**src/hw/rtl/rmf_pkg.sv**
```systemverilog
// rmf_pkg: shared types, constants and compare helpers for the RGB 3x3 median filter.
// No dependencies; every other file of the block imports it.
`timescale 1ns / 1ps
package rmf_pkg;

    // Default line buffer depth (widest row handled)
    localparam int MAX_WIDTH_DEF = 2048;

    // Window geometry: center entry and last entry of the 3x3 window
    localparam int CENTER_IDX = 4;
    localparam int WIN_LAST   = 8;

    // Queue between the front and the median back end
    localparam int QDEPTH = 4;
    localparam int QAW    = $clog2(QDEPTH);
    localparam int QCW    = $clog2(QDEPTH + 1);

    // Operation codes of the input word
    localparam logic OP_PUSH  = 1'b0;
    localparam logic OP_DRAIN = 1'b1;

    // Configuration register indexes
    localparam int CFG_IW = 4;
    localparam int CFG_DW = 16;
    localparam logic [CFG_IW-1:0] CFG_IDX_WIDTH  = 4'd0;
    localparam logic [CFG_IW-1:0] CFG_IDX_HEIGHT = 4'd1;

    // Pixel packed red, green, blue: unsigned compare is lexicographic order
    typedef logic [23:0] t_pix;
    typedef logic [2:0][23:0] t_trio;

    typedef struct packed {
        logic       operation;
        logic [7:0] in_red;
        logic [7:0] in_green;
        logic [7:0] in_blue;
    } t_in;

    typedef struct packed {
        logic [7:0] out_red;
        logic [7:0] out_green;
        logic [7:0] out_blue;
        logic       frame_end;
    } t_out;

    // Work word handed from front to back
    typedef struct packed {
        logic                    last;
        logic                    border;
        logic [WIN_LAST:0][23:0] win;
    } t_work;

    // Sort three pixels, index 0 smallest
    function automatic t_trio sort3(input t_pix a, input t_pix b, input t_pix c);
        t_pix lo;
        t_pix hi;
        t_trio res;
        lo = (a < b) ? a : b;
        hi = (a < b) ? b : a;
        if (c < lo) begin
            res = {hi, lo, c};
        end else if (c < hi) begin
            res = {hi, c, lo};
        end else begin
            res = {c, hi, lo};
        end
        return res;
    endfunction

    function automatic t_pix max3(input t_pix a, input t_pix b, input t_pix c);
        t_pix m;
        m = (a > b) ? a : b;
        return (m > c) ? m : c;
    endfunction

    function automatic t_pix min3(input t_pix a, input t_pix b, input t_pix c);
        t_pix m;
        m = (a < b) ? a : b;
        return (m < c) ? m : c;
    endfunction

    function automatic t_pix med3(input t_pix a, input t_pix b, input t_pix c);
        t_trio s;
        s = sort3(a, b, c);
        return s[1];
    endfunction

endpackage

```
**src/hw/rtl/rmf_queue.sv**
```systemverilog
// rmf_queue: short FIFO of work words between the front and the median back end.
// Depends on rmf_pkg for the word type and depth.
`timescale 1ns / 1ps
module rmf_queue import rmf_pkg::*; (
    input  logic           i_clk,
    input  logic           i_rst_n,
    input  logic           i_push,
    input  t_work          i_data,
    input  logic           i_pop,
    output t_work          o_data,
    output logic [QCW-1:0] o_count
);

    t_work          r_ent [QDEPTH];
    logic [QAW-1:0] r_wp;
    logic [QAW-1:0] r_rp;
    logic [QCW-1:0] r_cnt;

    // Advance pointers and count
    always_ff @(posedge i_clk) begin
        if (!i_rst_n) begin
            r_wp  <= '0;
            r_rp  <= '0;
            r_cnt <= '0;
        end else begin
            if (i_push) begin
                r_wp <= r_wp + QAW'(1);
            end
            if (i_pop) begin
                r_rp <= r_rp + QAW'(1);
            end
            r_cnt <= r_cnt + QCW'(i_push) - QCW'(i_pop);
        end
    end

    // Store the word
    always_ff @(posedge i_clk) begin
        if (i_push) begin
            r_ent[r_wp] <= i_data;
        end
    end

    assign o_data  = r_ent[r_rp];
    assign o_count = r_cnt;

endmodule

```
**config.mk**
```make
export PLATFORM = sky130hd
export DESIGN_NAME = rmf_queue
export DESIGN_NICKNAME = d
export VERILOG_FILES = /design/src/hw/rtl/rmf_pkg.sv /design/src/hw/rtl/rmf_queue.sv
export SDC_FILE = /design/constraint.sdc
export NUM_CORES = 1
export LEC_CHECK = 0
export BUFFER_PORTS_ARGS = -buffer_cell sky130_fd_sc_hd__buf_4
export CAP_MARGIN = 20
export CORE_MARGIN = 2
export CORE_UTILIZATION = 45
export CTS_CLUSTER_SIZE = 20
export DETAILED_ROUTE_END_ITERATION = 8
export PLACE_DENSITY = 0.65
export SYNTH_ARGS = -nofsm -noshare
export SYNTH_HDL_FRONTEND = slang
export SYNTH_SLANG_ARGS = --single-unit
```
**constraint.sdc**
```tcl
create_clock -name i_clk -period 8.1 [get_ports i_clk]
set_input_delay 1.62 -clock i_clk [delete_from_list [all_inputs] [get_ports i_clk]]
set_output_delay 1.62 -clock i_clk [all_outputs]
set_load 0.02 [all_outputs]
```
==> summary.md <==
| Metric | Value |
|---|---|
| IR drop worst, VDD | `0.000193 V` |
| Synthesized-area fraction occupied by adder cells | `0.299%` |
| Number of nets with antenna violations after detailed routing | `0` |
| Global-route wire length before repair | `94.2 mm` |
| Fin nets | `1907` |
| Cts-stage hold buffer count | `0` |
| P per Cell Area | `268 nW/um^2` |
| Number of buffers inserted during clock tree synthesis | `91` |
| Pin count of the biggest net entering global routing | `122` |
| Drt first pass iters | `5` |
| Site row count | `97` |
| First-iteration detailed-routing DRC count | `845` |
| Height of the die | `270 um` |
| Skew-Pair Late Insertion Delay | `0.64 ns` |
| Number of buffers inserted to repair setup after CTS | `0` |
| Instance area after placement | `36200 sq um` |
| Share of cells above drive strength 1 | `46.0%` |
| TritonCTS clock tree | `yes` |
| Core Box Area | `70000 sq um` |
| Worst min-delay path category | `reg2reg` |
| Min Tclk post-route | `4.52 ns` |
| Startpoint of the worst hold path | `r_rp[1]` |
| Initial core utilization | `45.4%` |
| Number of vias per cell | `5.23` |
| MaxCap Viol Count | `0` |
| Type of the setup path with the least slack | `reg2out` |
| Setup TNS Final | `0 ns` |
| Final wirelength | `62.8 mm` |
| Run status | `finished clean` |
| Main combinational cell family by area after synthesis | `multiplexers` |
| Area growth syn-to-layout | `23.0%` |
| Initial antenna violation count | `5` |
| Data arrival, critical path | `2.90 ns` |
| Number of vias in the routed layout | `14051` |
| Post-layout instance area | `39100 sq um` |
| Total of warnings raised by yosys | `0` |
| Worst Tran Pin Value | `1.08 ns` |
| Mux contribution to synthesized area | `15.5%` |
| Final HPWL DP | `36.1 mm` |
| Number of nets in the synthesized netlist | `1408` |
| Filler cells | `5188` |
| Number of I/O pins | `443` |
| Type of destination of the critical path | `output pin` |
| Final count of pins violating max slew | `0` |
| Clock Root Buffer | `sky130_fd_sc_hd__clkbuf_16` |
| Number of gates resized after CTS | `0` |
| H-tree depth | `3` |
| Final weighted congestion in routability-driven placement | `0.749` |
| Reg2reg setup slack | `5.45 ns` |
| Synthesized-area fraction occupied by xor and xnor cells | `0.130%` |
| Clock skew | `0.0287 ns` |
| Leakage power summed over all cells | `13.0 nW` |
| Tcrit/Tclk final | `55.8%` |
| Worst endpoint required time | `6.48 ns` |
| Syn Area/Cell | `27.0 sq um` |
| Total standard cell area after synthesis | `31800 sq um` |
| Synth Instances | `1179` |
| Unique masters post-synth | `19` |
| Flop and latch count out of synthesis | `881` |
| Buffer depth of the longest clock path | `3` |
| Final hold violations | `0` |
| FF-to-FF Start | `r_wp[0]` |
| Simple-gate share of the synthesized area | `0.201%` |
| Unrepaired setup endpoints after global routing | `false` |
| Chip width | `270 um` |
| Max frequency | `221 MHz` |
| Seq/Total Area, Yosys | `82.9%` |
| IO buf count | `442` |
| Area of the die | `72800 sq um` |
| Tightest slew margin relative to the limit | `27.9%` |
| Complex-gate fraction of the synthesized area | `0.0472%` |
| Critical Path Source Type | `register` |
| All-layer global routing usage | `17.2%` |
| Setup violations, final | `0` |
| Clock edge transition at the registers on the reported setup and hold paths | `0.06 ns` |
| Critical-path maximum fanout | `103` |
| DRC violation count after routing | `0` |
| Via count of the first global-routing pass | `15059` |
| Number of clock sinks | `881` |
| Wire length per cell after detailed routing | `23.4 um` |
| Final global-route overflow total | `0` |
[cells in the mapped netlist, drive strengths merged]
cell    instances  share of area (%)
clkbuf          1              0.012
dfxtp           9               0.57
buf            47               0.88
mux2i           1              0.031
mux4          218                 15
nor2            5              0.059
a21bo           1              0.031
fa              1              0.063
xnor2           2              0.055
ha              6               0.24
inv             7              0.083
and2            6               0.12
xor3            1              0.075
a21oi           1              0.016
edfxtp        872                 82
nand3b          1              0.024
[final cells by class]
class	instances	area, sq um	area share, %
Antenna cell	1	2.50	0.00640
Multi-Input combinational cell	243	5140	13.1
Timing Repair Buffer	454	3500	8.93
Clock inverter	56	515	1.32
Clock buffer	106	2400	6.12
Tap cell	940	1180	3.01
Inverter	7	26.3	0.0671
Sequential cell	881	26400	67.4
[registers in the layout (all words and copies together), names as in the netlist, named ones only]
register	count
r_ent	872
r_rp	2
o_count	3
r_wp	2
[metal layers]
| metal | part of all wire (%) | track usage (%) | wire length, um |
|---|---|---|---|
| met5 | 0.12 | 0 | 74 |
| met4 | 1.9 | 4.93 | 1180 |
| met3 | 7.7 | 5.98 | 4830 |
| met2 | 50 | 27.8 | 31500 |
| met1 | 40 | 22.2 | 25200 |
[stage by stage]
stage / setup slack [ns] / cells / power (mW) / util (%) / hold WS, ns
final: 3.58 / 2688 / 10.5 / 55.9 / 0.525
after global routing: 3.35 / 2687 / 10.9 / 55.9 / 0.577
after CTS: 3.50 / 2687 / 10.6 / 55.9 / 0.537
after detailed placement: 4.19 / 2525 / 6.59 / 51.7 / 0.533
after global placement: 4.17 / 2525 / 6.57 / 51.7 / 0.528
after floorplan: 0.936 / 1179 / 6.09 / - / 0.499
[logic make-up (layout without fill, tap and decap cells)]
group	after synthesis	in the layout
flip-flops	881	881
multiplexers	219	219
buffers and inverters	55	623
AND/OR/NAND/NOR	12	12
adder cells (fa/ha/maj)	7	7
XOR/XNOR	3	3
AO/OA/AOI/OAI	2	2
other	0	1
[report_power, final]
part / total, mW / switching [mW] / internal [mW]
sequential: 5.30 / 0.0533 / 5.25
clock: 4.02 / 1.68 / 2.34
combinational: 1.17 / 0.641 / 0.530
total: 10.5 / 2.37 / 8.12
[critical path, stage by stage (launching register included)]
cell                      delay [ns]
sky130_fd_sc_hd__dfxtp_4        0.60
sky130_fd_sc_hd__buf_12         0.55
sky130_fd_sc_hd__mux4_2         0.62
sky130_fd_sc_hd__buf_4          0.19
[cells in the final DEF (no fill, tap or decap), types with 2 or more instances in the layout]
master | netlist | final
sky130_fd_sc_hd__clkinv_2 | 0 | 15
sky130_fd_sc_hd__and2_1 | 6 | 2
sky130_fd_sc_hd__clkbuf_16 | 0 | 93
sky130_fd_sc_hd__and2_4 | 0 | 4
sky130_fd_sc_hd__buf_4 | 14 | 447
sky130_fd_sc_hd__bufinv_16 | 0 | 7
sky130_fd_sc_hd__clkinvlp_4 | 0 | 2
sky130_fd_sc_hd__edfxtp_1 | 872 | 872
sky130_fd_sc_hd__dfxtp_1 | 9 | 7
sky130_fd_sc_hd__inv_1 | 7 | 7
sky130_fd_sc_hd__ha_1 | 6 | 6
sky130_fd_sc_hd__buf_12 | 0 | 7
sky130_fd_sc_hd__clkbuf_1 | 1 | 11
sky130_fd_sc_hd__clkinv_1 | 0 | 26
sky130_fd_sc_hd__xnor2_1 | 2 | 2
sky130_fd_sc_hd__inv_6 | 0 | 2
sky130_fd_sc_hd__dfxtp_4 | 0 | 2
sky130_fd_sc_hd__clkinv_16 | 0 | 2
sky130_fd_sc_hd__nor2_1 | 5 | 5
sky130_fd_sc_hd__clkbuf_8 | 0 | 2
sky130_fd_sc_hd__mux4_2 | 218 | 218
sky130_fd_sc_hd__inv_16 | 0 | 2
[final timing paths]
check	end	cells after the start
setup / recovery	o_data[85]	3
hold / removal	register	2
setup reg to reg	r_ent[0][8]	4
hold reg to reg	register	2
No activity file was read; power rests on OpenSTA's default activity.
