**src/hw/rtl/rmf_pkg.sv**
```systemverilog
// rmf_pkg: shared types, constants and compare helpers for the RGB 3x3 median filter.
// No dependencies; every other file of the block imports it.
`timescale 1ns / 1ps
package rmf_pkg;

    // Default line buffer depth (widest row handled)
    localparam int MAX_WIDTH_DEF = 2048;

    // Window geometry: center entry and last entry of the 3x3 window
    localparam int CENTER_IDX = 4;
    localparam int WIN_LAST   = 8;

    // Queue between the front and the median back end
    localparam int QDEPTH = 4;
    localparam int QAW    = $clog2(QDEPTH);
    localparam int QCW    = $clog2(QDEPTH + 1);

    // Operation codes of the input word
    localparam logic OP_PUSH  = 1'b0;
    localparam logic OP_DRAIN = 1'b1;

    // Configuration register indexes
    localparam int CFG_IW = 4;
    localparam int CFG_DW = 16;
    localparam logic [CFG_IW-1:0] CFG_IDX_WIDTH  = 4'd0;
    localparam logic [CFG_IW-1:0] CFG_IDX_HEIGHT = 4'd1;

    // Pixel packed red, green, blue: unsigned compare is lexicographic order
    typedef logic [23:0] t_pix;
    typedef logic [2:0][23:0] t_trio;

    typedef struct packed {
        logic       operation;
        logic [7:0] in_red;
        logic [7:0] in_green;
        logic [7:0] in_blue;
    } t_in;

    typedef struct packed {
        logic [7:0] out_red;
        logic [7:0] out_green;
        logic [7:0] out_blue;
        logic       frame_end;
    } t_out;

    // Work word handed from front to back
    typedef struct packed {
        logic                    last;
        logic                    border;
        logic [WIN_LAST:0][23:0] win;
    } t_work;

    // Sort three pixels, index 0 smallest
    function automatic t_trio sort3(input t_pix a, input t_pix b, input t_pix c);
        t_pix lo;
        t_pix hi;
        t_trio res;
        lo = (a < b) ? a : b;
        hi = (a < b) ? b : a;
        if (c < lo) begin
            res = {hi, lo, c};
        end else if (c < hi) begin
            res = {hi, c, lo};
        end else begin
            res = {c, hi, lo};
        end
        return res;
    endfunction

    function automatic t_pix max3(input t_pix a, input t_pix b, input t_pix c);
        t_pix m;
        m = (a > b) ? a : b;
        return (m > c) ? m : c;
    endfunction

    function automatic t_pix min3(input t_pix a, input t_pix b, input t_pix c);
        t_pix m;
        m = (a < b) ? a : b;
        return (m < c) ? m : c;
    endfunction

    function automatic t_pix med3(input t_pix a, input t_pix b, input t_pix c);
        t_trio s;
        s = sort3(a, b, c);
        return s[1];
    endfunction

endpackage

```
**src/hw/rtl/rmf_median.sv**
```systemverilog
// rmf_median: three-stage elastic median of nine, row sort then column select.
// Holds the output word under stall. Depends on rmf_pkg.
`timescale 1ns / 1ps
module rmf_median import rmf_pkg::*; (
    input  logic  i_clk,
    input  logic  i_rst_n,
    input  logic  i_q_valid,
    input  t_work i_q_data,
    output logic  o_q_pop,
    output logic  o_valid,
    input  logic  i_stall,
    output t_out  o_data
);

    // Stage one: rows sorted
    logic             r_v1;
    logic [2:0][2:0][23:0] r_srt;
    t_pix             r_b1_ctr;
    logic             r_b1_border;
    logic             r_b1_last;
    // Stage two: column candidates
    logic             r_v2;
    t_pix             r_lo_max;
    t_pix             r_md_med;
    t_pix             r_hi_min;
    t_pix             r_b2_ctr;
    logic             r_b2_border;
    logic             r_b2_last;
    // Output word
    logic             r_ov;
    t_out             r_out;

    logic             out_en;
    logic             en2;
    logic             en1;
    logic [2:0][2:0][23:0] srt;
    t_pix             res;

    assign out_en  = !r_ov || !i_stall;
    assign en2     = !r_v2 || out_en;
    assign en1     = !r_v1 || en2;
    assign o_q_pop = i_q_valid && en1;

    always_comb begin
        for (int k = 0; k < 3; k++) begin
            srt[k] = sort3(i_q_data.win[k*3], i_q_data.win[k*3+1], i_q_data.win[k*3+2]);
        end
    end

    assign res = r_b2_border ? r_b2_ctr : med3(r_lo_max, r_md_med, r_hi_min);

    // Advance valids
    always_ff @(posedge i_clk) begin
        if (!i_rst_n) begin
            r_v1 <= 1'b0;
            r_v2 <= 1'b0;
            r_ov <= 1'b0;
        end else begin
            if (en1) begin
                r_v1 <= i_q_valid;
            end
            if (en2) begin
                r_v2 <= r_v1;
            end
            if (out_en) begin
                r_ov <= r_v2;
            end
        end
    end

    // Advance payloads
    always_ff @(posedge i_clk) begin
        if (o_q_pop) begin
            r_srt       <= srt;
            r_b1_ctr    <= i_q_data.win[CENTER_IDX];
            r_b1_border <= i_q_data.border;
            r_b1_last   <= i_q_data.last;
        end
        if (en2 && r_v1) begin
            r_lo_max    <= max3(r_srt[0][0], r_srt[1][0], r_srt[2][0]);
            r_md_med    <= med3(r_srt[0][1], r_srt[1][1], r_srt[2][1]);
            r_hi_min    <= min3(r_srt[0][2], r_srt[1][2], r_srt[2][2]);
            r_b2_ctr    <= r_b1_ctr;
            r_b2_border <= r_b1_border;
            r_b2_last   <= r_b1_last;
        end
        if (out_en && r_v2) begin
            r_out <= '{out_red: res[23:16], out_green: res[15:8], out_blue: res[7:0],
                       frame_end: r_b2_last};
        end
    end

    assign o_valid = r_ov;
    assign o_data  = r_out;

endmodule

```
**config.mk**
```make
export PLATFORM = sky130hd
export DESIGN_NAME = rmf_median
export DESIGN_NICKNAME = d
export VERILOG_FILES = /design/src/hw/rtl/rmf_pkg.sv /design/src/hw/rtl/rmf_median.sv
export SDC_FILE = /design/constraint.sdc
export NUM_CORES = 1
export LEC_CHECK = 0
export BUFFER_PORTS_ARGS = -buffer_cell sky130_fd_sc_hd__buf_2
export CAP_MARGIN = 20
export CORE_UTILIZATION = 40
export CTS_CLUSTER_SIZE = 12
export DETAILED_ROUTE_END_ITERATION = 16
export MAX_ROUTING_LAYER = met4
export PLACE_DENSITY = 0.65
export SYNTH_ARGS = -nofsm -noshare
export SYNTH_HDL_FRONTEND = slang
export SYNTH_SLANG_ARGS = --single-unit
```
**constraint.sdc**
```tcl
create_clock -name i_clk -period 36.9 [get_ports i_clk]
set_input_delay 1.845 -clock i_clk [delete_from_list [all_inputs] [get_ports i_clk]]
set_output_delay 1.845 -clock i_clk [all_outputs]
set_load 0.02 [all_outputs]
```
==> results by group <==
Drt
  – Vias post-DR: 23500
  – Pre-antenna DRT Iters: 13
  – Final ANT Viol Nets: 0
  – Routed length per placed instance: 21.6 um
  – DRC Markers: 3
  – DR iter-0 viols: 1932
  – Routed vias/inst: 5.53
  – Detailed-route wire length: 91.8 mm

Die
  – Site Rows: 99
  – Core ar.: 73500 um2
  – Die footprint: 75700 um2
  – Die height: 275 um
  – Starting Density: 0.406
  – I/O pins: 249
  – Die Width: 275 um

GRT
  – Remaining global-route overflow: 0
  – Initial antenna violation count: 4
  – Total global-route track usage: 0.248
  – Number of global-route vias before repair: 22400
  – Largest net degree at the start of global routing: 77
  – Global-route wire length before repair: 136 mm

Clock tree
  – Clk slew on worst S/H paths: 60 ps
  – Sink Count: 368
  – Hold_buf cts: 0
  – Gates resized, CTS repair: 0
  – CTS tree: done
  – H-tree Lvls: 2
  – CTS Buffer Depth: 3
  – Num CTS Buffers: 43
  – Root buffer cell: clkbuf_16
  – Clk Latency, worst-skew pair: 580 ps
  – Postcts setup bufs: 0

STA
  – Fin. Hold Viols: 0
  – Period utilization: 0.202
  – Fmax: 0.134 GHz
  – Setup ws final: 29460 ps
  – Setup_tns: 0 ps
  – Slew Limit Fails: 0
  – Clock period minus worst slack: 7440 ps
  – Unrepaired setup endpoints after global routing: no
  – Count of final setup violators: 0
  – Slew headroom: 0.370
  – Worst Tran Pin Value: 945 ps
  – Clock skew: 18.3 ps

Critical path
  – Critical Path Fanout Max: 75
  – CP Launch Type: input port
  – WP data required: 37220 ps
  – Crit Path Class: input port to flop
  – CP endpoint kind: flop
  – Data arrival, critical path: 7760 ps

Placed design
  – Hpwl dp: 75.6 mm
  – PortBufs: 248
  – GP Congestion: 0.994
  – Pre-CTS WS: 28650 ps

Finish
  – Layout Nets: 3919
  – Sequential Area: 11000 um2
  – Fraction of layout cells with a size suffix above 1: 0.159
  – Filler cells: 7022
  – P&R area growth vs syn: 12.0%
  – Diode count: 0
  – Multi-input logic area: 17300 um2

Outcome
  – Failing checks: design-rule violations
  – Status: finished, violations left

Yosys
  – Synth async-reset ratio: 0
  – Top FF cell, synth: edfxtp_1
  – Synth warn: 0
  – Area leader, netlist: edfxtp_1
  – Post-synth top area share: 0.367
  – Most common cell in the netlist: ha_1
  – Syn_area_per_cell: 9.75 um2
  – Synth top area cells: edfxtp_1, ha_1, mux2i_1, a21oi_1, mux2_2
  – Sequential area share after synthesis: 0.369
  – Top post-synthesis cells by count: ha_1, edfxtp_1, nor2_1, a21oi_1, inv_1
  – Mapped cell area: 29800 um2
  – Number of synthesized flops with an enable pin: 365
  – Number of synthesized register bits: 368
  – Syn Nets: 3721
  – Mapped Cells: 3060
  – Distinct cell type count after synthesis: 73

Pwr
  – Maximum ir drop on the vdd rail: 0.0337 mV
  – Cell Pwr Density: 62.5 nW/um2
  – Leak pwr: 0.0152 uW

Hold path
  – HP Class: flop to flop

Run
  – Max cap viols: 0
-- worst paths after layout --
path                                              from                endpoint  slack, ps  cells past startpoint
worst min-delay path            r_b1_ctr[14]$_DFFE_PP_  r_b2_ctr[14]$_DFFE_PP_        420                      0
worst min register to register  r_b1_ctr[14]$_DFFE_PP_  r_b2_ctr[14]$_DFFE_PP_        420                      0
worst max-delay path                     i_q_data[113]    r_srt[138]$_DFFE_PP_      29460                     22
worst max register to register     r_srt[41]$_DFFE_PP_   r_md_med[1]$_DFFE_PP_      30530                     16
-- logic make-up after synthesis --
family | Yosys count | share of synthesized area
adders and majority gates | 439 | 0.184
DFF | 368 | 0.369
muxes | 356 | 0.125
buffers and inverters | 415 | 0.0562
AOI/OAI and AO/OA | 761 | 0.155
and+or+nand+nor | 721 | 0.110
-- cell type report --
class	count	share of cell area
Multi-Input combinational cell	2277	0.516
Sequential cell	368	0.330
Timing Repair Buffer	276	0.0446
Tap cell	959	0.0359
Clock buffer	55	0.0342
Inverter	292	0.0328
Clock inverter	21	0.00681
-- registers in the layout, indices dropped and copies added (netlist names) --
signal,count
r_b2_ctr,24
r_b1_last,1
r_b1_ctr,24
o_valid,1
r_b2_border,1
r_b2_last,1
o_data,25
r_lo_max,24
r_md_med,24
r_v2,1
r_srt,216
r_b1_border,1
r_hi_min,24
r_v1,1
-- layout by cell type, fill, tap and decap left out, types with 5 or more instances in the layout --
cell / n
nor2b_1: 18
clkbuf_16: 44
nor2_1: 333
a211oi_1: 15
nand3_1: 56
nor3_1: 24
a31oi_1: 10
nor4_1: 7
and2_1: 26
clkbuf_1: 11
a22oi_1: 24
a21oi_2: 22
and3_1: 6
nand4_1: 70
o211ai_1: 16
a21o_1: 87
o21ai_0: 138
buf_2: 248
o22ai_1: 5
nor3b_1: 6
ha_1: 439
a21oi_1: 334
edfxtp_1: 365
buf_4: 26
o31ai_1: 25
mux2_2: 140
nand2b_1: 11
mux2i_1: 215
o21a_1: 23
clkinv_1: 6
or3_1: 9
a2111oi_0: 10
nand2_1: 131
inv_1: 292
a221oi_1: 6
-- metrics by stage --
stage / instance area [um2] / cells / utilization / hold WS (ps) / power (uW)
6_report: 33400 / 4248 / 0.455 / 419 / 2090
5_1_grt: 33400 / 4248 / 0.455 / 418 / 2220
4_1_cts: 33400 / 4246 / 0.454 / 416 / 2080
3_5_place_dp: 32000 / 4170 / 0.436 / 405 / 1660
3_3_place_gp: 32000 / 4170 / 0.436 / 402 / 1650
2_1_floorplan: 29800 / 3060 / - / 400 / 1360
-- power breakdown --
part	switching, uW	internal (uW)
Sequential	88.5	579
Combinational	600	405
Clock	171	247
Total	859	1230
-- routing by layer --
layer  global-route usage  vias to the layer above  share of wire
li1                     -                    11700              -
met1                0.318                    11100           0.44
met2                0.409                      649           0.47
met3               0.0240                      130          0.051
met4               0.0832                        0          0.035
met5                    -                        -              0
-- worst max-delay path, cell delays in order --
cell      delay [ps]
buf_2            120
inv_1             60
ha_1             290
a21oi_1          140
nor2_1            60
a211oi_1         320
o211ai_1         260
nor2_4           700
buf_4            490
a21oi_1          200
ha_1             350
a21o_1           120
a21oi_1           70
o221ai_1         360
nor3b_1          100
o21a_1           120
a211oi_1         230
or2_2            160
buf_4            630
and2_1           490
buf_16           220
mux2_2           360
(Power assumes the default switching activity.)
